## src/design/epff_pkg.sv

```systemverilog
package epff_pkg;

  localparam int NUM_CLASSES   = 9;
  localparam int NUM_HARMONICS = 10;
  localparam int TABLE_DEPTH   = 4 * NUM_CLASSES * NUM_HARMONICS;
  localparam int AW            = $clog2(TABLE_DEPTH);
  localparam int KW            = $clog2(NUM_HARMONICS + 1);

  // cordic datapath widths
  localparam int CORDIC_STEPS = 16;
  localparam int SW           = $clog2(CORDIC_STEPS);
  localparam int VW           = 44;
  localparam int ZW           = 20;
  localparam int FW           = 28;
  localparam int MW           = 41;

  // long division of |2p| by k, DIV_RADIX quotient bits per cycle
  localparam int DIV_BITS   = 52;
  localparam int DIV_RADIX  = 4;
  localparam int DIV_CYCLES = DIV_BITS / DIV_RADIX;

  // angles in units of 2^-16 rad, OUT_LIMIT in units of 2^-13 rad
  localparam logic signed [FW-1:0] ANG_PI      = 28'sd205887;
  localparam logic signed [FW-1:0] ANG_HALF_PI = 28'sd102944;
  localparam logic signed [FW-1:0] ANG_TWO_PI  = 28'sd411775;
  localparam logic signed [VW-1:0] ROT_START   = 44'sd652032874;
  localparam logic signed [24:0]   OUT_LIMIT   = 25'sd25736;

  typedef struct packed {
    logic               func;
    logic signed [31:0] q_even_x;
    logic signed [31:0] q_even_y;
    logic signed [31:0] q_odd_x;
    logic signed [31:0] q_odd_y;
    logic [5:0]         cent_value;
    logic               coef_plane;
    logic               coef_kind;
    logic [3:0]         coef_class;
    logic [3:0]         coef_harmonic;
    logic signed [15:0] coef_value;
  } item_t;

  typedef struct packed {
    logic [3:0]         class_index;
    logic signed [15:0] even_angle;
    logic signed [15:0] odd_angle;
  } result_t;

  typedef struct packed {
    logic          capture;
    logic          load_vec;
    logic          norm;
    logic          step;
    logic          psi;
    logic          ang;
    logic          rd_cs;
    logic          lat_sn;
    logic          lat_cs;
    logic          mul1;
    logic          mul2;
    logic          div_init;
    logic          div_step;
    logic          acc;
    logic          fin;
    logic          emit;
    logic          plane;
    logic [SW-1:0] idx;
    logic [KW-1:0] k;
  } cmd_t;

  typedef struct packed {
    logic cls_ok;
    logic norm_done;
  } sts_t;

  function automatic logic signed [ZW-1:0] arc(input logic [SW-1:0] i);
    logic signed [ZW-1:0] a;
    unique case (i)
      4'd0:    a = 20'sd51472;
      4'd1:    a = 20'sd30386;
      4'd2:    a = 20'sd16055;
      4'd3:    a = 20'sd8150;
      4'd4:    a = 20'sd4091;
      4'd5:    a = 20'sd2047;
      4'd6:    a = 20'sd1024;
      4'd7:    a = 20'sd512;
      4'd8:    a = 20'sd256;
      4'd9:    a = 20'sd128;
      4'd10:   a = 20'sd64;
      4'd11:   a = 20'sd32;
      4'd12:   a = 20'sd16;
      4'd13:   a = 20'sd8;
      4'd14:   a = 20'sd4;
      default: a = 20'sd2;
    endcase
    return a;
  endfunction

  // floor(63*v/100) as a reciprocal multiply, exact for all 6-bit v
  function automatic logic [5:0] class_of(input logic [5:0] v);
    logic [22:0] p;
    p = 23'(v) * 23'd82593;
    return p[22:17];
  endfunction

  function automatic logic [AW-1:0] word_addr(input logic plane, input logic kind,
                                               input logic [3:0] cls, input logic [4:0] k);
    int a;
    a = ((int'(plane) * 2 + int'(kind)) * NUM_CLASSES + int'(cls)) * NUM_HARMONICS
        + int'(k) - 1;
    return AW'(a);
  endfunction

  // single wrap into [-pi, pi]
  function automatic logic signed [FW-1:0] wrap_ang(input logic signed [FW-1:0] a);
    logic signed [FW-1:0] w;
    if (a > ANG_PI) w = a - ANG_TWO_PI;
    else if (a < -ANG_PI) w = a + ANG_TWO_PI;
    else w = a;
    return w;
  endfunction

endpackage

```

## src/design/epff_ctrl.sv

```systemverilog
module epff_ctrl (
  input  logic               clk,
  input  logic               rst,
  input  logic               item_valid,
  input  logic               item_func,
  output logic               item_ready,
  output logic               result_valid,
  input  logic               result_ready,
  input  epff_pkg::sts_t     sts,
  output epff_pkg::cmd_t     cmd
);

  localparam logic [3:0] S_IDLE  = 4'd0;
  localparam logic [3:0] S_LOADV = 4'd1;
  localparam logic [3:0] S_NORM  = 4'd2;
  localparam logic [3:0] S_VEC   = 4'd3;
  localparam logic [3:0] S_PSI   = 4'd4;
  localparam logic [3:0] S_ANG   = 4'd5;
  localparam logic [3:0] S_ROT   = 4'd6;
  localparam logic [3:0] S_MUL1  = 4'd7;
  localparam logic [3:0] S_MUL2  = 4'd8;
  localparam logic [3:0] S_DINIT = 4'd9;
  localparam logic [3:0] S_DIV   = 4'd10;
  localparam logic [3:0] S_ACC   = 4'd11;
  localparam logic [3:0] S_FIN   = 4'd12;
  localparam logic [3:0] S_OUT   = 4'd13;

  localparam logic [epff_pkg::SW-1:0] LAST_STEP = epff_pkg::SW'(epff_pkg::CORDIC_STEPS - 1);
  localparam logic [epff_pkg::SW-1:0] LAST_DIV  = epff_pkg::SW'(epff_pkg::DIV_CYCLES - 1);
  localparam logic [epff_pkg::KW-1:0] LAST_K    = epff_pkg::KW'(epff_pkg::NUM_HARMONICS);

  logic [3:0]                state, state_next;
  logic [epff_pkg::SW-1:0]   step, step_next;
  logic [epff_pkg::KW-1:0]   k, k_next;
  logic                      plane, plane_next;
  logic                      result_valid_next;

  assign item_ready = (state == S_IDLE);

  always_comb begin
    state_next = state;
    step_next  = step;
    k_next     = k;
    plane_next = plane;
    cmd        = '0;
    cmd.plane  = plane;
    cmd.idx    = step;
    cmd.k      = k;
    result_valid_next = result_valid && !result_ready;
    unique case (state)
      S_IDLE: begin
        if (item_valid) begin
          cmd.capture = 1'b1;
          if (!item_func && sts.cls_ok) begin
            plane_next = 1'b0;
            state_next = S_LOADV;
          end
        end
      end
      S_LOADV: begin
        cmd.load_vec = 1'b1;
        state_next   = S_NORM;
      end
      S_NORM: begin
        cmd.norm = 1'b1;
        if (sts.norm_done) begin
          step_next  = '0;
          state_next = S_VEC;
        end
      end
      S_VEC: begin
        cmd.step  = 1'b1;
        step_next = step + 1'b1;
        if (step == LAST_STEP) state_next = S_PSI;
      end
      S_PSI: begin
        cmd.psi    = 1'b1;
        k_next     = epff_pkg::KW'(1);
        state_next = S_ANG;
      end
      S_ANG: begin
        cmd.ang    = 1'b1;
        step_next  = '0;
        state_next = S_ROT;
      end
      S_ROT: begin
        cmd.step   = 1'b1;
        cmd.rd_cs  = (step == '0);
        cmd.lat_sn = (step == '0);
        cmd.lat_cs = (step == epff_pkg::SW'(1));
        step_next  = step + 1'b1;
        if (step == LAST_STEP) state_next = S_MUL1;
      end
      S_MUL1: begin
        cmd.mul1   = 1'b1;
        state_next = S_MUL2;
      end
      S_MUL2: begin
        cmd.mul2   = 1'b1;
        state_next = S_DINIT;
      end
      S_DINIT: begin
        cmd.div_init = 1'b1;
        step_next    = '0;
        state_next   = S_DIV;
      end
      S_DIV: begin
        cmd.div_step = 1'b1;
        step_next    = step + 1'b1;
        if (step == LAST_DIV) state_next = S_ACC;
      end
      S_ACC: begin
        cmd.acc = 1'b1;
        if (k == LAST_K) begin
          state_next = S_FIN;
        end else begin
          k_next     = k + 1'b1;
          state_next = S_ANG;
        end
      end
      S_FIN: begin
        cmd.fin = 1'b1;
        if (!plane) begin
          plane_next = 1'b1;
          state_next = S_LOADV;
        end else begin
          state_next = S_OUT;
        end
      end
      S_OUT: begin
        if (!result_valid || result_ready) begin
          cmd.emit          = 1'b1;
          result_valid_next = 1'b1;
          state_next        = S_IDLE;
        end
      end
      default: state_next = S_IDLE;
    endcase
  end

  always_ff @(posedge clk) begin
    if (rst) begin
      state        <= S_IDLE;
      step         <= '0;
      k            <= '0;
      plane        <= 1'b0;
      result_valid <= 1'b0;
    end else begin
      state        <= state_next;
      step         <= step_next;
      k            <= k_next;
      plane        <= plane_next;
      result_valid <= result_valid_next;
    end
  end

endmodule

```

## config.mk

```make
export PLATFORM = sky130hd
export DESIGN_NAME = epff_ctrl
export DESIGN_NICKNAME = d
export VERILOG_FILES = /design/src/design/epff_pkg.sv /design/src/design/epff_ctrl.sv
export SDC_FILE = /design/constraint.sdc
export NUM_CORES = 1
export LEC_CHECK = 0
export ABC_AREA = 1
export BUFFER_PORTS_ARGS = -buffer_cell sky130_fd_sc_hd__buf_2
export CAP_MARGIN = 10
export CORE_UTILIZATION = 50
export DETAILED_ROUTE_END_ITERATION = 8
export MAX_ROUTING_LAYER = met4
export PLACE_DENSITY = 0.79
export SLEW_MARGIN = 20
export SYNTH_ARGS = -nofsm -noshare
export SYNTH_HDL_FRONTEND = slang
export SYNTH_SLANG_ARGS = --single-unit
```

## constraint.sdc

```tcl
create_clock -name clk -period 1.9 [get_ports clk]
set_clock_uncertainty 0.1 [all_clocks]
set_input_delay 0.095 -clock clk [delete_from_list [all_inputs] [get_ports clk]]
set_output_delay 0.095 -clock clk [all_outputs]
set_load 0.02 [all_outputs]
```

=== Yosys cells after proc, flatten, opt, wreduce, memory -nomap -nowiden ===
Cells that the tools add are included.

* Add/subtract/negate cells: 2
* Reduce and logical (&&, ||, !) cells: 18
* Equality and inequality tests: 25
* Muxes and demuxes: 35

{| class="wikitable"
|+ Operator list
! kind !! count
|-
| 4-bit one-hot mux with 14 select lines || 1
|-
| 4-bit 2-to-1 mux || 11
|-
| 4-bit equality test (second input constant) || 9
|-
| 1-bit 2-to-1 mux || 19
|-
| 4-bit by 3-bit equality test with 1-bit output (second input constant) || 4
|-
| 2-bit != test (second input constant) || 7
|-
| 4-bit one-hot mux with 3 select lines || 1
|-
| 4-bit by 1-bit adder with 4-bit output (second input constant) || 2
|-
| 4-bit by 1-bit equality test with 1-bit output (second input constant) || 2
|-
| 4-bit by 2-bit equality test with 1-bit output (second input constant) || 2
|-
| 4-bit logical NOT || 2
|-
| 4-bit one-hot mux with 2 select lines || 1
|-
| 7-bit AND reduction || 1
|-
| 2-bit AND reduction || 2
|-
| 2-bit nonzero test || 2
|-
| 2-bit OR reduction || 2
|-
| 1-bit logical NOT || 3
|-
| 3-bit 2-to-1 mux || 1
|-
| 3-bit AND reduction || 1
|-
| 3-bit nonzero test || 1
|-
| 3-bit OR reduction || 1
|-
| 1-bit logical AND || 2
|-
| 2-bit by 1-bit != test with 1-bit output (second input constant) || 1
|-
| 1-bit one-hot mux with 2 select lines || 1
|-
| 1-bit logical OR || 1
|}

* Bits of input ports: 7
* Logic and storage cells: 85
* Output and inout port bits: 27
* Register bits after elaboration: 14

=== Longest topological paths before layout ===
* Depth after elaboration: 5
* Gate-level depth with buffers: 10
* Gate-level depth less buffers: 10

=== Worst setup path before layout ===
Ideal clock, no wire load.

* Kind: register -> output
* Start: register step[3] in the netlist's numbering
* End: output port cmd[18] in the netlist's numbering
* Path buffers: 1
* Data arrival time: 1.589 ns
* Stages on the path, launching flop included: 4
* Data required time: 1.705 ns
* Slack: 0.116 ns
* Cells stage by stage: dfxtp_1 > or2_2 > nor3b_1 > buf_4

{| class="wikitable"
|+ RTL lines
! what !! RTL line !! source
|-
| start: declaration || epff_ctrl.sv:33 || <nowiki>logic [epff_pkg::SW-1:0] step, step_next;</nowiki>
|-
| start signal: assignment || epff_ctrl.sv:150 || <nowiki>step <= step_next;</nowiki>
|-
| end: declaration || epff_ctrl.sv:10 || <nowiki>output epff_pkg::cmd_t cmd</nowiki>
|}

==> summary.md <==
| Metric | Value |
|---|---|
| Largest area contributor in the netlist | `sky130_fd_sc_hd__dfxtp_1` |
| Post-Route Utilization | `0.6458` |
| CP delay by family, top | `simple AND/OR/NAND/NOR gates` |
| Buffers and inverters on the worst path | `2` |
| Gp weighted congestion | `approximately 0.89` |
| # resized after CTS | `0` |
| Worst slew pin tran | `between 0.3 and 0.4 ns` |
| Pin count of the biggest net entering global routing | `10` |
| Fraction of final layout cells sized beyond drive strength 1 | `0.3116` |
| DIE HEIGHT | `roughly 48 um` |
| Worst stage delay on the critical path | `about 0.46 ns` |
| Number of global-route vias before repair | `roughly 870` |
| Total Die Area | `roughly 2300 um2` |
| Maximum VDD drop | `roughly 0.55 mV` |
| Final Routed Wirelength | `2389 um` |
| Outcome | `completed` |
| Tightest hold margin | `0.03555 ns` |
| Count of placed standard cells including taps | `around 220` |
| Clock-pin transition on the worst setup and hold timing paths | `approximately 0.080 ns` |
| Worst Path Class, Setup | `flop to output pin` |
| Net count reported at finish | `around 210` |
| Sum of negative setup slack | `0 ns` |
| Total number of placement rows | `16` |
| Initial antenna violation count | `0` |
| Area of the placeable core | `1982 um2` |
| Width of the die | `roughly 48 um` |
| Period Utilization, post-route | `0.9197` |
| Antenna Cells | `0` |
| Buffer type at the clock tree root | `sky130_fd_sc_hd__clkbuf_4` |
| Time the worst path needs with I/O delays and setup | `1.747 ns` |
| Area contributors post-synth | `sky130_fd_sc_hd__dfxtp_1 26%, sky130_fd_sc_hd__nand2_1 13%, sky130_fd_sc_hd__nand3_1 9.0%, sky130_fd_sc_hd__inv_1 8.1%, sky130_fd_sc_hd__ha_1 5.9%` |
| Power Density | `a little under 600 nW/um2` |
| Total number of clock tree sinks | `14` |
| Mean routed wirelength per cell | `roughly 11 um` |
| Worst EP required | `1.70 ns` |
| Number of optimization iterations in the first detailed-route pass | `4` |
| Max-slew violation count | `0` |
| Number of CTS-inserted buffers | `3` |
| Half-perimeter wire length after placement | `1930 um` |
| Post-Synthesis Cells | `approximately 170` |
| Clock Latency Late Sink | `between 0.2 and 0.3 ns` |
| Vias per Instance | `between 4 and 5` |
| Critical path endpoint category | `output pin` |
| Number of remaining DRC errors | `0` |
| RSZ-0062 raised after global routing | `no` |
| I/O pin total | `34` |
| Clock H-tree levels | `1` |
| Gr usage total | `0.2381` |
| Mean post-synth cell area | `approximately 6.4 um2` |
| Leakage power | `around 0.73 nW` |
| Critical path launch point type | `flop` |
| Placed cell area | `~1200 um2` |
| Maximum clock insertion buffer count | `2` |
| DRT antenna net count | `0` |
| Total count of hold-check failures in the final report | `0` |
| Share of Yosys cell area claimed by the top area cell type | `0.2642` |
| Clock tree from TritonCTS | `built` |
| P&R area growth vs syn | `20.64%` |
| Design area | `1280 um2` |
| First-pass GRT wire length | `about 3600 um` |
| Arrival time reported for the critical path endpoint | `approximately 1.6 ns` |
| Initial drt markers | `29` |
| Synthesized Nets | `177` |
| Gr ovfl total | `0` |
| Routed via count | `1118` |
| Worst Hold Class | `primary input to flop` |
| Final setup fails | `0` |
| Max-Cap Viols | `0` |
| Achievable Freq | `0.5723 GHz` |
| Starting density of the core | `0.5354` |
| Cells traversed along the worst timing path | `inv_2 > nor2_4 > nand2_4 > nor3b_1 > buf_2` |
| Master of the slowest instance on the critical path | `sky130_fd_sc_hd__dfxtp_1` |
| Number of storage elements in the synthesis netlist | `14` |
| Non-filler instance count after layout | `226` |
| Post-synthesis cell area | `1061 um2` |
| Top fanout value on the critical path | `6` |
| Worst slew slack as a fraction of its limit | `0.7500` |
| Count of synthesis-stage warnings from yosys | `0` |
| Netlist cell types | `26` |
| Fraction of the yosys area taken by sequential cells | `0.2642` |
| Number of buffers added on ports | `33` |
per-layer routing:
metal,vias up,track usage,part of all wire
met5,-,-,0
met4,0,0.06667,0.0084
met3,4,0.06792,0.049
met2,30,0.3865,0.47
met1,495,0.2854,0.47
li1,589,-,-
synth_stat cells:
master and number:
sky130_fd_sc_hd__nand3_1 19, sky130_fd_sc_hd__a21oi_2 1, sky130_fd_sc_hd__o21ai_0 1, sky130_fd_sc_hd__nor2_2 7
sky130_fd_sc_hd__nand2_1 36, sky130_fd_sc_hd__dfxtp_1 14, sky130_fd_sc_hd__buf_4 3, sky130_fd_sc_hd__nor3_1 3
sky130_fd_sc_hd__inv_1 23, sky130_fd_sc_hd__xor2_1 2, sky130_fd_sc_hd__and3_1 1, sky130_fd_sc_hd__o31ai_1 1
sky130_fd_sc_hd__nand2_4 3, sky130_fd_sc_hd__nor2_4 3, sky130_fd_sc_hd__or2_1 1, sky130_fd_sc_hd__nand2_2 4
sky130_fd_sc_hd__nor2_1 15, sky130_fd_sc_hd__nor3_2 1, sky130_fd_sc_hd__inv_2 5, sky130_fd_sc_hd__a21oi_1 10
sky130_fd_sc_hd__nor3b_1 2, sky130_fd_sc_hd__a31oi_1 1, sky130_fd_sc_hd__buf_1 1, sky130_fd_sc_hd__or2_2 1
sky130_fd_sc_hd__ha_1 5, sky130_fd_sc_hd__o21ai_1 2
where the power goes:
| group | leakage [nW] | internal [mW] | switching [mW] |
|---|---|---|---|
| Combinational | 0.600 | 0.0711 | 0.151 |
| Sequential | 0.113 | 0.303 | 0.0156 |
| Clock | 0.0210 | 0.117 | 0.100 |
| Total | 0.734 | 0.491 | 0.267 |
layout by cell type, fill, tap and decap left out, types with 4 or more instances in the layout:
cell type / n
sky130_fd_sc_hd__a21oi_1: 10
sky130_fd_sc_hd__buf_2: 33
sky130_fd_sc_hd__dfxtp_1: 14
sky130_fd_sc_hd__ha_1: 5
sky130_fd_sc_hd__inv_1: 23
sky130_fd_sc_hd__inv_2: 5
sky130_fd_sc_hd__nand2_1: 36
sky130_fd_sc_hd__nand2_2: 4
sky130_fd_sc_hd__nand3_1: 19
sky130_fd_sc_hd__nor2_1: 15
sky130_fd_sc_hd__nor2_2: 7
layout make-up:
type / count / area (um2)
clock buffers: 4 / 36.28
fillers: 195 / 701.9
inverters: 28 / 105.1
multi-input cells: 119 / 649.4
flip-flops and latches: 14 / 280.3
well taps: 27 / 33.78
repair buffers: 34 / 175.2
registers in the layout (all words and copies together), names as in the netlist:
| name | count |
|---|---|
| k | 4 |
| step | 4 |
| result_valid | 1 |
| state | 4 |
| plane | 1 |
what timing repair did:
| action | in CTS | in global routing |
|---|---|---|
| endpoints found under the hold margin | 7 | 0 |
| setup buffers | 0 | 0 |
| hold buffers | 1 | 0 |
cell families after synthesis:
logic type,share of synthesized area
compound gates,0.08255
xor+xnor,0.01651
fa+ha+maj,0.05896
buf+inv,0.1238
flops,0.2642
simple gates,0.4540
path summary, 6_finish.rpt:
check,startpoint,to,slack (ns),cells past startpoint
worst max-delay path,state[2]$_SDFFE_PP0P_,cmd[17],0.15,5
worst min-delay path,result_ready,result_valid$_SDFF_PP0_,0.04,4
worst max register to register,state[3]$_SDFFE_PP0P_,state[2]$_SDFFE_PP0P_,0.34,8
worst min register to register,k[0]$_SDFFE_PP0P_,k[0]$_SDFFE_PP0P_,0.43,1
per-stage QoR:
stage / total power [mW] / setup slack [ns]
6_report: 0.7579 / 0.1526
5_1_grt: 0.8054 / 0.02269
4_1_cts: 0.7658 / 0.1496
3_5_place_dp: 0.5448 / 0.3803
3_3_place_gp: 0.5438 / 0.4087
2_1_floorplan: 0.4901 / 0.1164
worst reg2reg max path, cell delays in order, from the launching register on:
cell and delay (ns):
sky130_fd_sc_hd__dfxtp_1 0.51, sky130_fd_sc_hd__nand2_1 0.22, sky130_fd_sc_hd__nor2_2 0.17, sky130_fd_sc_hd__nand2_1 0.09, sky130_fd_sc_hd__nand2_2 0.10, sky130_fd_sc_hd__nor2_2 0.05
sky130_fd_sc_hd__nand2_4 0.07, sky130_fd_sc_hd__nand2_1 0.05, sky130_fd_sc_hd__a21oi_1 0.12
No activity file was read; power rests on OpenSTA's default activity.
